===== src/rtl/assert_macros.svh =====
// ----------------------------------------------------------------------------
// assert_macros
// concurrent assertion helpers shared by the rtl
// ----------------------------------------------------------------------------
`ifndef ASSERT_MACROS_SVH
`define ASSERT_MACROS_SVH

// generic form with explicit clock and active-low reset
`define MCRX_ASSERT(lbl, clk, rst_n, prop, msg) \
    lbl: assert property (@(posedge clk) disable iff (!rst_n) prop) else $error(msg);

// form on the block clock and reset
`define MCRX_ASSERT_CLK(lbl, prop, msg) \
    `MCRX_ASSERT(lbl, i_clk, i_rst_n, prop, msg)

`endif


===== src/rtl/mcrx_pkg.sv =====
// ----------------------------------------------------------------------------
// mcrx_pkg
// shared widths, codes and types of the multicast chunk receive tracker
// ----------------------------------------------------------------------------
`timescale 1ns / 1ps
`default_nettype none

package mcrx_pkg;

    localparam int TEAM_SIZE    = 16;
    localparam int RANK_W       = 4;
    localparam int MAX_PPR      = 4096;
    localparam int HEADER_BYTES = 40;

    localparam int TAG_W      = 16;
    localparam int CHUNK_W    = 24;
    localparam int LEN_W      = 13;
    localparam int PPR_W      = 13;
    localparam int STRIDE_W   = 32;
    localparam int SLOTS_W    = 13;
    localparam int SLOT_W     = 12;
    localparam int TOTAL_W    = 16;
    localparam int CNT_W      = 13;
    localparam int OFFSET_W   = 40;
    localparam int STATUS_W   = 3;
    localparam int DIVIDEND_W = 16;
    localparam int WITHIN_W   = 12;

    localparam int BM_ROW_W   = 16;
    localparam int BM_BIT_W   = 4;
    localparam int BM_ADDR_W  = 12;
    localparam int BM_ROWS    = 4096;

    localparam int APB_ADDR_W = 5;
    localparam int APB_DATA_W = 32;

    localparam logic [STATUS_W-1:0] ST_ACCEPTED = 3'd0;
    localparam logic [STATUS_W-1:0] ST_STALE    = 3'd1;
    localparam logic [STATUS_W-1:0] ST_LOOPBACK = 3'd2;
    localparam logic [STATUS_W-1:0] ST_RANGE    = 3'd3;
    localparam logic [STATUS_W-1:0] ST_SHORT    = 3'd4;

    localparam logic [2:0] REG_TASK_TAG    = 3'd0;
    localparam logic [2:0] REG_PPR         = 3'd1;
    localparam logic [2:0] REG_STRIDE      = 3'd2;
    localparam logic [2:0] REG_CHUNK_BYTES = 3'd3;
    localparam logic [2:0] REG_LB_FIRST    = 3'd4;
    localparam logic [2:0] REG_LB_LAST     = 3'd5;
    localparam logic [2:0] REG_RING_SLOTS  = 3'd6;
    localparam logic [2:0] REG_EXPECTED    = 3'd7;

    typedef struct packed {
        logic                  start;
        logic [DIVIDEND_W-1:0] dividend;
        logic [PPR_W-1:0]      divisor;
    } t_div_req;

    typedef struct packed {
        logic                done;
        logic [RANK_W-1:0]   quot;
        logic [WITHIN_W-1:0] rem;
    } t_div_rsp;

endpackage

`default_nettype wire


===== src/rtl/mcrx_if.sv =====
// ----------------------------------------------------------------------------
// mcrx_if
// valid/ready channels for completions in and tracking results out
// ----------------------------------------------------------------------------
`timescale 1ns / 1ps
`default_nettype none

interface mcrx_in_if;
    logic                         valid;
    logic                         ready;
    logic [mcrx_pkg::TAG_W-1:0]   task_tag;
    logic [mcrx_pkg::CHUNK_W-1:0] chunk_number;
    logic [mcrx_pkg::LEN_W-1:0]   wire_length;

    modport source (output valid, task_tag, chunk_number, wire_length, input ready);
    modport sink   (input valid, task_tag, chunk_number, wire_length, output ready);
endinterface

interface mcrx_out_if;
    logic                          valid;
    logic                          ready;
    logic [mcrx_pkg::STATUS_W-1:0] status;
    logic [mcrx_pkg::RANK_W-1:0]   sender_rank;
    logic [mcrx_pkg::OFFSET_W-1:0] dest_offset;
    logic [mcrx_pkg::LEN_W-1:0]    payload_length;
    logic [mcrx_pkg::SLOT_W-1:0]   staging_slot;
    logic [mcrx_pkg::TOTAL_W-1:0]  remaining_chunks;
    logic                          all_received;

    modport source (output valid, status, sender_rank, dest_offset, payload_length,
                    staging_slot, remaining_chunks, all_received, input ready);
    modport sink   (input valid, status, sender_rank, dest_offset, payload_length,
                    staging_slot, remaining_chunks, all_received, output ready);
endinterface

`default_nettype wire


===== src/rtl/mcrx_div.sv =====
// ----------------------------------------------------------------------------
// mcrx_div
// rank divider: restoring division, two quotient bits per cycle
// ----------------------------------------------------------------------------
`timescale 1ns / 1ps
`default_nettype none

module mcrx_div (
    input  wire logic               i_clk,
    input  wire logic               i_rst_n,
    input  wire mcrx_pkg::t_div_req i_req,
    output mcrx_pkg::t_div_rsp      o_rsp
);

    logic                            r_busy;
    logic                            r_step;
    logic                            r_done;
    logic [mcrx_pkg::DIVIDEND_W-1:0] r_rem;
    logic [mcrx_pkg::RANK_W-1:0]     r_quot;
    logic [mcrx_pkg::PPR_W-1:0]      r_div;

    logic [mcrx_pkg::DIVIDEND_W-1:0] n_rem;
    logic [mcrx_pkg::RANK_W-1:0]     n_quot;

    always_comb begin
        logic [1:0]                      sh_hi;
        logic [1:0]                      sh_lo;
        logic [mcrx_pkg::DIVIDEND_W:0]   d_hi;
        logic [mcrx_pkg::DIVIDEND_W:0]   d_lo;
        logic [mcrx_pkg::DIVIDEND_W-1:0] rem_a;
        sh_hi  = {r_step, 1'b1};
        sh_lo  = {r_step, 1'b0};
        d_hi   = (mcrx_pkg::DIVIDEND_W+1)'(r_div) << sh_hi;
        d_lo   = (mcrx_pkg::DIVIDEND_W+1)'(r_div) << sh_lo;
        rem_a  = r_rem;
        n_quot = r_quot;
        if ({1'b0, rem_a} >= d_hi) begin
            rem_a         = rem_a - d_hi[mcrx_pkg::DIVIDEND_W-1:0];
            n_quot[sh_hi] = 1'b1;
        end
        n_rem = rem_a;
        if ({1'b0, rem_a} >= d_lo) begin
            n_rem         = rem_a - d_lo[mcrx_pkg::DIVIDEND_W-1:0];
            n_quot[sh_lo] = 1'b1;
        end
    end

    always_ff @(posedge i_clk) begin
        if (!i_rst_n) begin
            r_busy <= 1'b0;
            r_step <= 1'b0;
            r_done <= 1'b0;
        end else begin
            r_done <= 1'b0;
            if (i_req.start) begin
                r_busy <= 1'b1;
                r_step <= 1'b1;
            end else if (r_busy) begin
                if (!r_step) begin
                    r_busy <= 1'b0;
                    r_done <= 1'b1;
                end
                r_step <= 1'b0;
            end
        end
    end

    always_ff @(posedge i_clk) begin
        if (i_req.start) begin
            r_rem  <= i_req.dividend;
            r_quot <= '0;
            r_div  <= i_req.divisor;
        end else if (r_busy) begin
            r_rem  <= n_rem;
            r_quot <= n_quot;
        end
    end

    assign o_rsp.done = r_done;
    assign o_rsp.quot = r_quot;
    assign o_rsp.rem  = r_rem[mcrx_pkg::WITHIN_W-1:0];

endmodule

`default_nettype wire


===== src/rtl/multicast_chunk_rx_tracker.sv =====
// Takes one multicast receive completion per word and returns one result word.
// A chunk that passes the length, task tag, loopback and rank checks goes
// through the rank divider (two quotient bits per cycle), the memory read of
// the rank counter and bitmap row as the divider finishes, and the write-back,
// which waits for a free output register, before the next word is accepted.
// A dropped chunk goes straight to write-back. A finished result waits in the
// output register while the next completion is taken. After reset the
// received bitmap (4096 rows of 16 bits) is cleared one row a cycle, during
// which no completion is accepted; register writes are taken throughout.
// ----------------------------------------------------------------------------
// multicast_chunk_rx_tracker
// multicast chunk receive tracking with apb register port
// ----------------------------------------------------------------------------
`timescale 1ns / 1ps
`default_nettype none

`include "assert_macros.svh"

module multicast_chunk_rx_tracker (
    input  wire logic                              i_clk,
    input  wire logic                              i_rst_n,
    input  wire logic                              psel,
    input  wire logic                              penable,
    input  wire logic                              pwrite,
    input  wire logic [mcrx_pkg::APB_ADDR_W-1:0]   paddr,
    input  wire logic [mcrx_pkg::APB_DATA_W-1:0]   pwdata,
    output logic      [mcrx_pkg::APB_DATA_W-1:0]   prdata,
    output logic                                   pready,
    mcrx_in_if.sink                                i_in,
    mcrx_out_if.source                             o_out
);

    localparam logic [1:0] S_IDLE = 2'd0;
    localparam logic [1:0] S_DIV  = 2'd1;
    localparam logic [1:0] S_WB   = 2'd2;

    // registers
    logic [mcrx_pkg::TAG_W-1:0]    r_task_tag;
    logic [mcrx_pkg::PPR_W-1:0]    r_ppr;
    logic [mcrx_pkg::STRIDE_W-1:0] r_stride;
    logic [mcrx_pkg::PPR_W-1:0]    r_chunk_bytes;
    logic [mcrx_pkg::CHUNK_W-1:0]  r_lb_first;
    logic [mcrx_pkg::CHUNK_W-1:0]  r_lb_last;
    logic [mcrx_pkg::SLOTS_W-1:0]  r_ring_slots;
    logic [mcrx_pkg::TOTAL_W-1:0]  r_expected;

    logic [1:0]                    r_state;
    logic [1:0]                    n_state;
    logic                          r_clr_busy;
    logic [mcrx_pkg::BM_ADDR_W-1:0] r_clr_addr;
    logic [mcrx_pkg::TOTAL_W-1:0]  r_total;
    logic [mcrx_pkg::SLOT_W-1:0]   r_tail;
    logic [mcrx_pkg::TEAM_SIZE-1:0] r_cnt_vld;

    logic [mcrx_pkg::STATUS_W-1:0] r_status;
    logic [mcrx_pkg::LEN_W-1:0]    r_payload;
    logic [mcrx_pkg::CHUNK_W-1:0]  r_chunk;
    logic [mcrx_pkg::RANK_W-1:0]   r_rank;
    logic [mcrx_pkg::STRIDE_W+mcrx_pkg::RANK_W-1:0] r_prod_a;
    logic [mcrx_pkg::PPR_W+mcrx_pkg::WITHIN_W-1:0]  r_prod_b;

    logic [mcrx_pkg::CNT_W-1:0]    cnt_mem [mcrx_pkg::TEAM_SIZE];
    logic [mcrx_pkg::BM_ROW_W-1:0] bm_mem  [mcrx_pkg::BM_ROWS];
    logic [mcrx_pkg::CNT_W-1:0]    r_cnt_rd;
    logic [mcrx_pkg::BM_ROW_W-1:0] r_bm_rd;

    logic                          r_out_valid;
    logic [mcrx_pkg::STATUS_W-1:0] r_o_status;
    logic [mcrx_pkg::RANK_W-1:0]   r_o_rank;
    logic [mcrx_pkg::OFFSET_W-1:0] r_o_offset;
    logic [mcrx_pkg::LEN_W-1:0]    r_o_payload;
    logic [mcrx_pkg::SLOT_W-1:0]   r_o_slot;
    logic [mcrx_pkg::TOTAL_W-1:0]  r_o_remaining;
    logic                          r_o_all;

    mcrx_pkg::t_div_req div_req;
    mcrx_pkg::t_div_rsp div_rsp;

    logic                          cfg_wr;
    logic [mcrx_pkg::PPR_W-1:0]    ppr_eff;
    logic [mcrx_pkg::SLOTS_W-1:0]  slots_eff;
    logic                          in_fire;
    logic [mcrx_pkg::STATUS_W-1:0] pre_status;
    logic [mcrx_pkg::LEN_W-1:0]    pre_payload;
    logic                          out_free;
    logic                          wb_fire;
    logic                          is_acc;
    logic                          rd_en;
    logic [mcrx_pkg::CNT_W-1:0]    cnt_nxt;
    logic [mcrx_pkg::TOTAL_W-1:0]  n_total;
    logic [mcrx_pkg::TOTAL_W-1:0]  remaining;
    logic [mcrx_pkg::SLOT_W-1:0]   n_tail;
    logic [mcrx_pkg::OFFSET_W-1:0] offset;
    logic                          bm_we;
    logic [mcrx_pkg::BM_ADDR_W-1:0] bm_waddr;
    logic [mcrx_pkg::BM_ROW_W-1:0] bm_wdata;

    // apb port
    assign pready = 1'b1;
    assign cfg_wr = psel && penable && pwrite && pready;

    always_ff @(posedge i_clk) begin
        if (!i_rst_n) begin
            r_task_tag    <= '0;
            r_ppr         <= mcrx_pkg::PPR_W'(1);
            r_stride      <= '0;
            r_chunk_bytes <= mcrx_pkg::PPR_W'(4096);
            r_lb_first    <= '1;
            r_lb_last     <= '1;
            r_ring_slots  <= mcrx_pkg::SLOTS_W'(4096);
            r_expected    <= '0;
        end else if (cfg_wr) begin
            case (paddr[4:2])
                mcrx_pkg::REG_TASK_TAG:    r_task_tag    <= pwdata[mcrx_pkg::TAG_W-1:0];
                mcrx_pkg::REG_PPR:         r_ppr         <= pwdata[mcrx_pkg::PPR_W-1:0];
                mcrx_pkg::REG_STRIDE:      r_stride      <= pwdata;
                mcrx_pkg::REG_CHUNK_BYTES: r_chunk_bytes <= pwdata[mcrx_pkg::PPR_W-1:0];
                mcrx_pkg::REG_LB_FIRST:    r_lb_first    <= pwdata[mcrx_pkg::CHUNK_W-1:0];
                mcrx_pkg::REG_LB_LAST:     r_lb_last     <= pwdata[mcrx_pkg::CHUNK_W-1:0];
                mcrx_pkg::REG_RING_SLOTS:  r_ring_slots  <= pwdata[mcrx_pkg::SLOTS_W-1:0];
                mcrx_pkg::REG_EXPECTED:    r_expected    <= pwdata[mcrx_pkg::TOTAL_W-1:0];
                default: begin
                end
            endcase
        end
    end

    always_comb begin
        case (paddr[4:2])
            mcrx_pkg::REG_TASK_TAG:    prdata = mcrx_pkg::APB_DATA_W'(r_task_tag);
            mcrx_pkg::REG_PPR:         prdata = mcrx_pkg::APB_DATA_W'(r_ppr);
            mcrx_pkg::REG_STRIDE:      prdata = r_stride;
            mcrx_pkg::REG_CHUNK_BYTES: prdata = mcrx_pkg::APB_DATA_W'(r_chunk_bytes);
            mcrx_pkg::REG_LB_FIRST:    prdata = mcrx_pkg::APB_DATA_W'(r_lb_first);
            mcrx_pkg::REG_LB_LAST:     prdata = mcrx_pkg::APB_DATA_W'(r_lb_last);
            mcrx_pkg::REG_RING_SLOTS:  prdata = mcrx_pkg::APB_DATA_W'(r_ring_slots);
            mcrx_pkg::REG_EXPECTED:    prdata = mcrx_pkg::APB_DATA_W'(r_expected);
            default:                   prdata = '0;
        endcase
    end

    // clamped divisor and ring size
    always_comb begin
        if (r_ppr == '0) begin
            ppr_eff = mcrx_pkg::PPR_W'(1);
        end else if (r_ppr > mcrx_pkg::PPR_W'(mcrx_pkg::MAX_PPR)) begin
            ppr_eff = mcrx_pkg::PPR_W'(mcrx_pkg::MAX_PPR);
        end else begin
            ppr_eff = r_ppr;
        end
        if (r_ring_slots == '0) begin
            slots_eff = mcrx_pkg::SLOTS_W'(1);
        end else if (r_ring_slots > mcrx_pkg::SLOTS_W'(4096)) begin
            slots_eff = mcrx_pkg::SLOTS_W'(4096);
        end else begin
            slots_eff = r_ring_slots;
        end
    end

    // input checks
    assign i_in.ready = (r_state == S_IDLE) && !r_clr_busy;
    assign in_fire    = i_in.valid && i_in.ready;

    always_comb begin
        logic [mcrx_pkg::CHUNK_W-1:0] team_span;
        team_span   = mcrx_pkg::CHUNK_W'({ppr_eff, {mcrx_pkg::RANK_W{1'b0}}});
        pre_payload = '0;
        if (i_in.wire_length <= mcrx_pkg::LEN_W'(mcrx_pkg::HEADER_BYTES)) begin
            pre_status = mcrx_pkg::ST_SHORT;
        end else begin
            pre_payload = i_in.wire_length - mcrx_pkg::LEN_W'(mcrx_pkg::HEADER_BYTES);
            if (i_in.task_tag != r_task_tag) begin
                pre_status = mcrx_pkg::ST_STALE;
            end else if ((r_lb_first <= i_in.chunk_number) &&
                         (i_in.chunk_number <= r_lb_last)) begin
                pre_status = mcrx_pkg::ST_LOOPBACK;
            end else if (i_in.chunk_number >= team_span) begin
                pre_status = mcrx_pkg::ST_RANGE;
            end else begin
                pre_status = mcrx_pkg::ST_ACCEPTED;
            end
        end
    end

    assign div_req.start    = in_fire && (pre_status == mcrx_pkg::ST_ACCEPTED);
    assign div_req.dividend = i_in.chunk_number[mcrx_pkg::DIVIDEND_W-1:0];
    assign div_req.divisor  = ppr_eff;

    mcrx_div u_div (
        .i_clk   (i_clk),
        .i_rst_n (i_rst_n),
        .i_req   (div_req),
        .o_rsp   (div_rsp)
    );

    // write-back arithmetic
    assign out_free = !r_out_valid || o_out.ready;
    assign wb_fire  = (r_state == S_WB) && out_free;
    assign is_acc   = (r_status == mcrx_pkg::ST_ACCEPTED);
    assign rd_en    = (r_state == S_DIV) && div_rsp.done;

    always_comb begin
        logic [mcrx_pkg::CNT_W-1:0]   cnt_cur;
        logic [mcrx_pkg::SLOTS_W-1:0] tail_inc;
        cnt_cur = r_cnt_vld[r_rank] ? r_cnt_rd : '0;
        cnt_nxt = (cnt_cur == '1) ? cnt_cur : cnt_cur + 1'b1;
        n_total = (is_acc && (r_total != '1)) ? r_total + 1'b1 : r_total;
        remaining = (r_expected > n_total) ? r_expected - n_total : '0;
        tail_inc = mcrx_pkg::SLOTS_W'(r_tail) + 1'b1;
        n_tail   = (tail_inc >= slots_eff) ? '0 : tail_inc[mcrx_pkg::SLOT_W-1:0];
        offset   = mcrx_pkg::OFFSET_W'(r_prod_a) + mcrx_pkg::OFFSET_W'(r_prod_b);
    end

    // state machine
    always_comb begin
        n_state = r_state;
        case (r_state)
            S_IDLE: begin
                if (in_fire) begin
                    n_state = (pre_status == mcrx_pkg::ST_ACCEPTED) ? S_DIV : S_WB;
                end
            end
            S_DIV: begin
                if (div_rsp.done) begin
                    n_state = S_WB;
                end
            end
            S_WB: begin
                if (out_free) begin
                    n_state = S_IDLE;
                end
            end
            default: n_state = S_IDLE;
        endcase
    end

    always_ff @(posedge i_clk) begin
        if (!i_rst_n) begin
            r_state     <= S_IDLE;
            r_clr_busy  <= 1'b1;
            r_clr_addr  <= '0;
            r_total     <= '0;
            r_tail      <= '0;
            r_cnt_vld   <= '0;
            r_out_valid <= 1'b0;
        end else begin
            r_state <= n_state;
            if (r_clr_busy) begin
                r_clr_addr <= r_clr_addr + 1'b1;
                if (r_clr_addr == '1) begin
                    r_clr_busy <= 1'b0;
                end
            end
            if (o_out.ready) begin
                r_out_valid <= 1'b0;
            end
            if (wb_fire) begin
                r_out_valid <= 1'b1;
                r_total     <= n_total;
                r_tail      <= n_tail;
                if (is_acc) begin
                    r_cnt_vld[r_rank] <= 1'b1;
                end
            end
        end
    end

    // item payload
    always_ff @(posedge i_clk) begin
        if (in_fire) begin
            r_status  <= pre_status;
            r_payload <= pre_payload;
            r_chunk   <= i_in.chunk_number;
        end
        if (rd_en) begin
            r_rank   <= div_rsp.quot;
            r_prod_a <= (mcrx_pkg::STRIDE_W+mcrx_pkg::RANK_W)'(r_stride) *
                        (mcrx_pkg::STRIDE_W+mcrx_pkg::RANK_W)'(div_rsp.quot);
            r_prod_b <= (mcrx_pkg::PPR_W+mcrx_pkg::WITHIN_W)'(r_chunk_bytes) *
                        (mcrx_pkg::PPR_W+mcrx_pkg::WITHIN_W)'(div_rsp.rem);
        end
        if (wb_fire) begin
            r_o_status    <= r_status;
            r_o_rank      <= is_acc ? r_rank : '0;
            r_o_offset    <= is_acc ? offset : '0;
            r_o_payload   <= r_payload;
            r_o_slot      <= r_tail;
            r_o_remaining <= remaining;
            r_o_all       <= (remaining == '0);
        end
    end

    // rank counter memory
    always_ff @(posedge i_clk) begin
        if (rd_en) begin
            r_cnt_rd <= cnt_mem[div_rsp.quot];
        end
        if (wb_fire && is_acc) begin
            cnt_mem[r_rank] <= cnt_nxt;
        end
    end

    // received bitmap memory
    assign bm_we    = r_clr_busy || (wb_fire && is_acc);
    assign bm_waddr = r_clr_busy ? r_clr_addr :
                      r_chunk[mcrx_pkg::BM_BIT_W+mcrx_pkg::BM_ADDR_W-1:mcrx_pkg::BM_BIT_W];
    assign bm_wdata = r_clr_busy ? '0 :
                      (r_bm_rd | (mcrx_pkg::BM_ROW_W'(1) << r_chunk[mcrx_pkg::BM_BIT_W-1:0]));

    always_ff @(posedge i_clk) begin
        if (rd_en) begin
            r_bm_rd <= bm_mem[r_chunk[mcrx_pkg::BM_BIT_W+mcrx_pkg::BM_ADDR_W-1:
                                      mcrx_pkg::BM_BIT_W]];
        end
        if (bm_we) begin
            bm_mem[bm_waddr] <= bm_wdata;
        end
    end

    // result word
    assign o_out.valid            = r_out_valid;
    assign o_out.status           = r_o_status;
    assign o_out.sender_rank      = r_o_rank;
    assign o_out.dest_offset      = r_o_offset;
    assign o_out.payload_length   = r_o_payload;
    assign o_out.staging_slot     = r_o_slot;
    assign o_out.remaining_chunks = r_o_remaining;
    assign o_out.all_received     = r_o_all;

    `MCRX_ASSERT_CLK(a_div_done_in_div, div_rsp.done |-> (r_state == S_DIV), "stray divider done")
    `MCRX_ASSERT_CLK(a_no_wb_in_clear, (r_state == S_WB) |-> !r_clr_busy, "wb during clear")
    `MCRX_ASSERT_CLK(a_out_held, (r_out_valid && !o_out.ready) |=> r_out_valid, "result word lost")

endmodule

`default_nettype wire

===== src/flat_wrapper.sv =====
// flat-port wrapper written by rule: the top's interface ports become plain ports
module multicast_chunk_rx_tracker_flat 
  (i_clk, i_rst_n, psel, penable, pwrite, paddr, pwdata, prdata, pready, i_in_valid, i_in_task_tag, i_in_chunk_number, i_in_wire_length, i_in_ready, o_out_valid, o_out_status, o_out_sender_rank, o_out_dest_offset, o_out_payload_length, o_out_staging_slot, o_out_remaining_chunks, o_out_all_received, o_out_ready);
  mcrx_in_if i_in_i ();
  mcrx_out_if o_out_i ();
  input  wire logic i_clk;
  input  wire logic i_rst_n;
  input  wire logic psel;
  input  wire logic penable;
  input  wire logic pwrite;
  input  wire logic [mcrx_pkg::APB_ADDR_W-1:0] paddr;
  input  wire logic [mcrx_pkg::APB_DATA_W-1:0] pwdata;
  output logic      [mcrx_pkg::APB_DATA_W-1:0] prdata;
  output logic pready;
  input wire logic [$bits(i_in_i.valid)-1:0] i_in_valid;
  input wire logic [$bits(i_in_i.task_tag)-1:0] i_in_task_tag;
  input wire logic [$bits(i_in_i.chunk_number)-1:0] i_in_chunk_number;
  input wire logic [$bits(i_in_i.wire_length)-1:0] i_in_wire_length;
  output wire logic [$bits(i_in_i.ready)-1:0] i_in_ready;
  output wire logic [$bits(o_out_i.valid)-1:0] o_out_valid;
  output wire logic [$bits(o_out_i.status)-1:0] o_out_status;
  output wire logic [$bits(o_out_i.sender_rank)-1:0] o_out_sender_rank;
  output wire logic [$bits(o_out_i.dest_offset)-1:0] o_out_dest_offset;
  output wire logic [$bits(o_out_i.payload_length)-1:0] o_out_payload_length;
  output wire logic [$bits(o_out_i.staging_slot)-1:0] o_out_staging_slot;
  output wire logic [$bits(o_out_i.remaining_chunks)-1:0] o_out_remaining_chunks;
  output wire logic [$bits(o_out_i.all_received)-1:0] o_out_all_received;
  input wire logic [$bits(o_out_i.ready)-1:0] o_out_ready;
  assign i_in_i.valid = i_in_valid;
  assign i_in_i.task_tag = i_in_task_tag;
  assign i_in_i.chunk_number = i_in_chunk_number;
  assign i_in_i.wire_length = i_in_wire_length;
  assign i_in_ready = i_in_i.ready;
  assign o_out_valid = o_out_i.valid;
  assign o_out_status = o_out_i.status;
  assign o_out_sender_rank = o_out_i.sender_rank;
  assign o_out_dest_offset = o_out_i.dest_offset;
  assign o_out_payload_length = o_out_i.payload_length;
  assign o_out_staging_slot = o_out_i.staging_slot;
  assign o_out_remaining_chunks = o_out_i.remaining_chunks;
  assign o_out_all_received = o_out_i.all_received;
  assign o_out_i.ready = o_out_ready;
  multicast_chunk_rx_tracker u_core (.i_clk(i_clk), .i_rst_n(i_rst_n), .psel(psel), .penable(penable), .pwrite(pwrite), .paddr(paddr), .pwdata(pwdata), .prdata(prdata), .pready(pready), .i_in(i_in_i), .o_out(o_out_i));
endmodule

===== config.mk =====
export PLATFORM = sky130hd
export DESIGN_NAME = multicast_chunk_rx_tracker_flat
export DESIGN_NICKNAME = d
export VERILOG_FILES = /design/src/rtl/mcrx_pkg.sv /design/src/rtl/mcrx_if.sv /design/src/rtl/mcrx_div.sv /design/src/rtl/multicast_chunk_rx_tracker.sv /design/src/flat_wrapper.sv
export VERILOG_INCLUDE_DIRS = /design/src /design/src/rtl
export SDC_FILE = /design/constraint.sdc
export NUM_CORES = 2
export LEC_CHECK = 0
export BUFFER_PORTS_ARGS = -buffer_cell sky130_fd_sc_hd__buf_2
export CAP_MARGIN = 20
export CELL_PAD_IN_SITES_DETAIL_PLACEMENT = 0
export CELL_PAD_IN_SITES_GLOBAL_PLACEMENT = 2
export CORE_ASPECT_RATIO = 0.75
export CORE_MARGIN = 3
export CORE_UTILIZATION = 25
export DETAILED_ROUTE_END_ITERATION = 8
export PLACE_DENSITY_LB_ADDON = 0.1
export SLEW_MARGIN = 10
export SYNTH_ARGS = -nofsm -noshare
export SYNTH_HDL_FRONTEND = slang
export SYNTH_SLANG_ARGS = --single-unit
export TNS_END_PERCENT = 20

===== constraint.sdc =====
create_clock -name i_clk -period 5.3 [get_ports i_clk]
set_input_delay 0 -clock i_clk [delete_from_list [all_inputs] [get_ports i_clk]]
set_output_delay 0 -clock i_clk [all_outputs]
set_load 0.005 [all_outputs]

==> key figures <==
Synth
  – Post-synth cell types: 97
  – Synthesized cell area: between 30,000 and 40,000 sq um
  – Gate count of the mapped netlist: 3,349
  – Number of synthesized flops with an enable pin: 196
  – Synth Flop Type: dfxtp_1
  – Synth warn: 0
  – Avg Cell Area, Syn: 9.15 sq um
  – Fraction of registers with async set/reset: 0%
  – Register area share after synthesis: 32.4%
  – Yosys reg bits: 398

Setup path
  – Worst Setup Start Kind: flop
  – Slowest CP cell: fa_1
  – R2R Setup Slk: -0.22 ns
  – CP cell instances: buf_6 -> nand2_1 -> fa_1 -> fa_1 -> fa_1 -> inv_1 -> fa_1 -> inv_1 -> fa_1 -> inv_2 -> ha_4 -> o21a_1 -> o21ai_2 -> a21oi_2 -> o31a_1 -> o41a_1 -> a311oi_2 -> nor2b_2 -> o41ai_2 -> xnor2_1
  – CP peak stage delay: 0.54 ns
  – Reg-to-Reg End: u_core.r_prod_b[24]
  – CP startpoint: u_core.u_div.r_rem[4]
  – Setup crit end kind: flop
  – Critical path fanouts, max: 3
  – Crit Reg-Reg Startpoint: u_core.u_div.r_rem[4]
  – Cell mode on critical path: fa_1
  – CP Class: reg2reg
  – Worst EP arrival: between 5 and 6 ns
  – CP bufs+invs: 4
  – Cells on worst reg2reg path: 20
  – Critical Path RT: about 5.7 ns
  – CP top delay family: adder cells

Detailed routing
  – DR pass1 iterations: 5
  – Routed wire length: 114,000 microns
  – Drt first-iter violations: 1,573
  – Remaining antenna violation count: 0
  – Via count: 24,900
  – Via density: 4.60
  – DRC: 0
  – Drt wl/cell: 20.9 microns

Floorplan
  – Rows: 110
  – Initial core utilization: 25.4%
  – Die W: 410 microns
  – CORE AREA: ~120,000 sq um
  – Die Span Y: 309 microns
  – Die ar.: 127,000 sq um
  – # IOs: between 200 and 250

STA
  – Tmin final: 5.52 ns
  – Slew HR: 22.3%
  – Worst-Margin Slew: 1.17 ns
  – Final worst setup slack: -0.218 ns
  – Fmax: 181 MHz
  – Final setup fails: 2
  – RSZ-0062 raised after global routing: true
  – Max-slew violation count: 0
  – Tcrit/Tclk final: 104%
  – Post-Route Setup TNS: -0.271 ns
  – Worst Skew: 0.0161 ns
  – Final Hold Fails: 0

Status
  – Outcome: complete, but fails checks
  – Violated checks: setup timing

Place
  – IO Port Bufs: 214
  – Post-DP HPWL: 91,400 microns
  – DP Worst Slack: -0.652 ns
  – Routability cong.: 0.838

Clocking
  – Clock Tree Root: clkbuf_16
  – Clk slew on worst S/H paths: 0.06 ns
  – Worst skew pair latency: between 0.6 and 0.7 ns
  – Clock Sinks: 398
  – Htree depth: 2
  – CTS tree: yes
  – TritonCTS Buffers: 50
  – Max Buffers Root-to-Sink: 3

Final layout
  – Fraction of layout cells with a size suffix above 1: ~18%
  – Area growth from synthesis to layout: 23.2%
  – Nets: 4,283
  – Commonest non-fill, non-tap cell in the layout: nand2_1
  – Commonest non-fill, non-tap cells in the layout: nand2_1 (540), inv_1 (293), ha_1 (242)

Hold path
  – Hold path depth: 3
  – Hold Crit Start: i_in_chunk_number[3]
  – Worst hold path endpoint: u_core.u_div.r_rem[3]
  – HP Class: in2reg

GRT
  – Met2 usage in global routing: 25.7%
  – Total grt overflow: 0
  – GRT Util Overall: 17.7%
  – Gr busiest metal: met1
  – Initial antenna violation count: 11
  – First-pass GRT wire length: 169,000 microns
  – Vias in the first global route: roughly 26,000
  – Largest net degree at the start of global routing: 82
  – M1 GR Usage: 26.9%
  – Global routing usage on met3: 3.53%

Power
  – Leak: 16.2 nW
  – Pwr/cell area: 195 nW/um^2
  – Worst vdd ir: around 0.22 mV

Job
  – Max-Cap Viols: 0
## flip-flops by register name, indices dropped and copies added (netlist names), 16 cells and up
name                           count
u_core.r_prod_a                   36
u_core.r_lb_last                  24
u_core.o_out.dest_offset          37
u_core.r_task_tag                 16
u_core.r_total                    16
u_core.r_expected                 16
u_core.o_out.remaining_chunks     16
u_core.r_stride                   32
u_core.r_lb_first                 24
u_core.u_div.r_rem                16
u_core.r_prod_b                   25
## worst max-delay path by stage
stage               cells after the start  slack [ns]             endpoint
global route                           20       -0.45  u_core.r_prod_b[24]
CTS                                    18       -0.24  u_core.r_prod_b[24]
detailed placement                     18       -0.65  u_core.r_prod_b[24]
floorplan                              20       -0.17  u_core.r_prod_b[24]
finish                                 20       -0.22  u_core.r_prod_b[24]
global placement                       19       -0.59  u_core.r_prod_b[24]
## layout make-up
class / count / area, sq um
Tap cell: 1624 / 2030
Clock inverter: 33 / 325
Timing Repair Buffer: 511 / 3570
Multi-Input combinational cell: 2497 / 19400
Antenna cell: 1 / 2.50
Clock buffer: 59 / 1340
Inverter: 302 / 1140
Sequential cell: 398 / 9940
Fill cell: 12800 / 83100
## cells by family after synthesis
family	synth area share [%]
AND/OR/NAND/NOR	18.6
AO/OA/AOI/OAI	13.1
buffers and inverters	5.72
adder cells (fa/ha/maj)	21.6
flip-flops	32.4
XOR/XNOR	5.03
multiplexers	3.50
other	0.0245
## where the power goes
group          internal (W)  leakage (nW)  switching, W  total, W
Sequential          0.00322          3.36     0.0000175   0.00323
Combinational      0.000228          12.0      0.000363  0.000591
Clock               0.00205         0.812       0.00149   0.00354
## metal layers
metal,vias up,share of wire (%),wire length (microns)
met4,4,1.8,2050
met5,-,0.027,31
li1,12200,-,-
met2,504,41,46500
met1,12100,52,58500
met3,98,5.7,6420
## repair_timing
| action | in CTS | in global routing |
|---|---|---|
| hold endpoints to repair | 181 | 0 |
| resized for setup | 51 | 60 |
| pin swaps | 28 | 34 |
| buffers inserted | 14 | 10 |
| hold buffers | 70 | 0 |
| setup endpoints to repair | 27 | 29 |
## per-stage QoR
step	area (sq um)	total power (W)	cells	hold slack, ns	utilization, %
after detailed placement	34800	0.00385	5238	0.250	28.8
after floorplan	30800	0.00359	3351	0.124	-
after CTS	37500	0.00749	5414	0.000368	31.0
after global placement	34800	0.00385	5237	0.248	28.8
after global routing	37800	0.00767	5424	0.0314	31.3
final	37800	0.00736	5425	0.0145	31.3
## worst reg2reg max path, cell delays in order (launching register included)
cell and delay (ns):
edfxtp_1 0.41, buf_6 0.14, nand2_1 0.07, fa_1 0.54, fa_1 0.45, fa_1 0.51, inv_1 0.05, fa_1 0.47
inv_1 0.05, fa_1 0.49, inv_2 0.05, ha_4 0.21, o21a_1 0.20, o21ai_2 0.15, a21oi_2 0.07, o31a_1 0.28
o41a_1 0.37, a311oi_2 0.32, nor2b_2 0.09, o41ai_2 0.25, xnor2_1 0.12
## cells in the mapped netlist, drive strengths merged (39+ instances only)
master | count | area, sq um
a21boi | 86 | 646
a21o | 47 | 354
a21oi | 144 | 739
and2 | 150 | 942
clkbuf | 133 | 500
dfxtp | 202 | 4040
edfxtp | 196 | 5890
fa | 173 | 3460
ha | 253 | 3170
inv | 301 | 1130
mux2i | 69 | 691
nand2 | 551 | 2070
nand3 | 72 | 360
nor2 | 159 | 599
nor2b | 66 | 415
nor3 | 39 | 200
o21ai | 111 | 559
xnor2 | 122 | 1070
xor2 | 54 | 473
No activity file was read; power rests on OpenSTA's default activity.
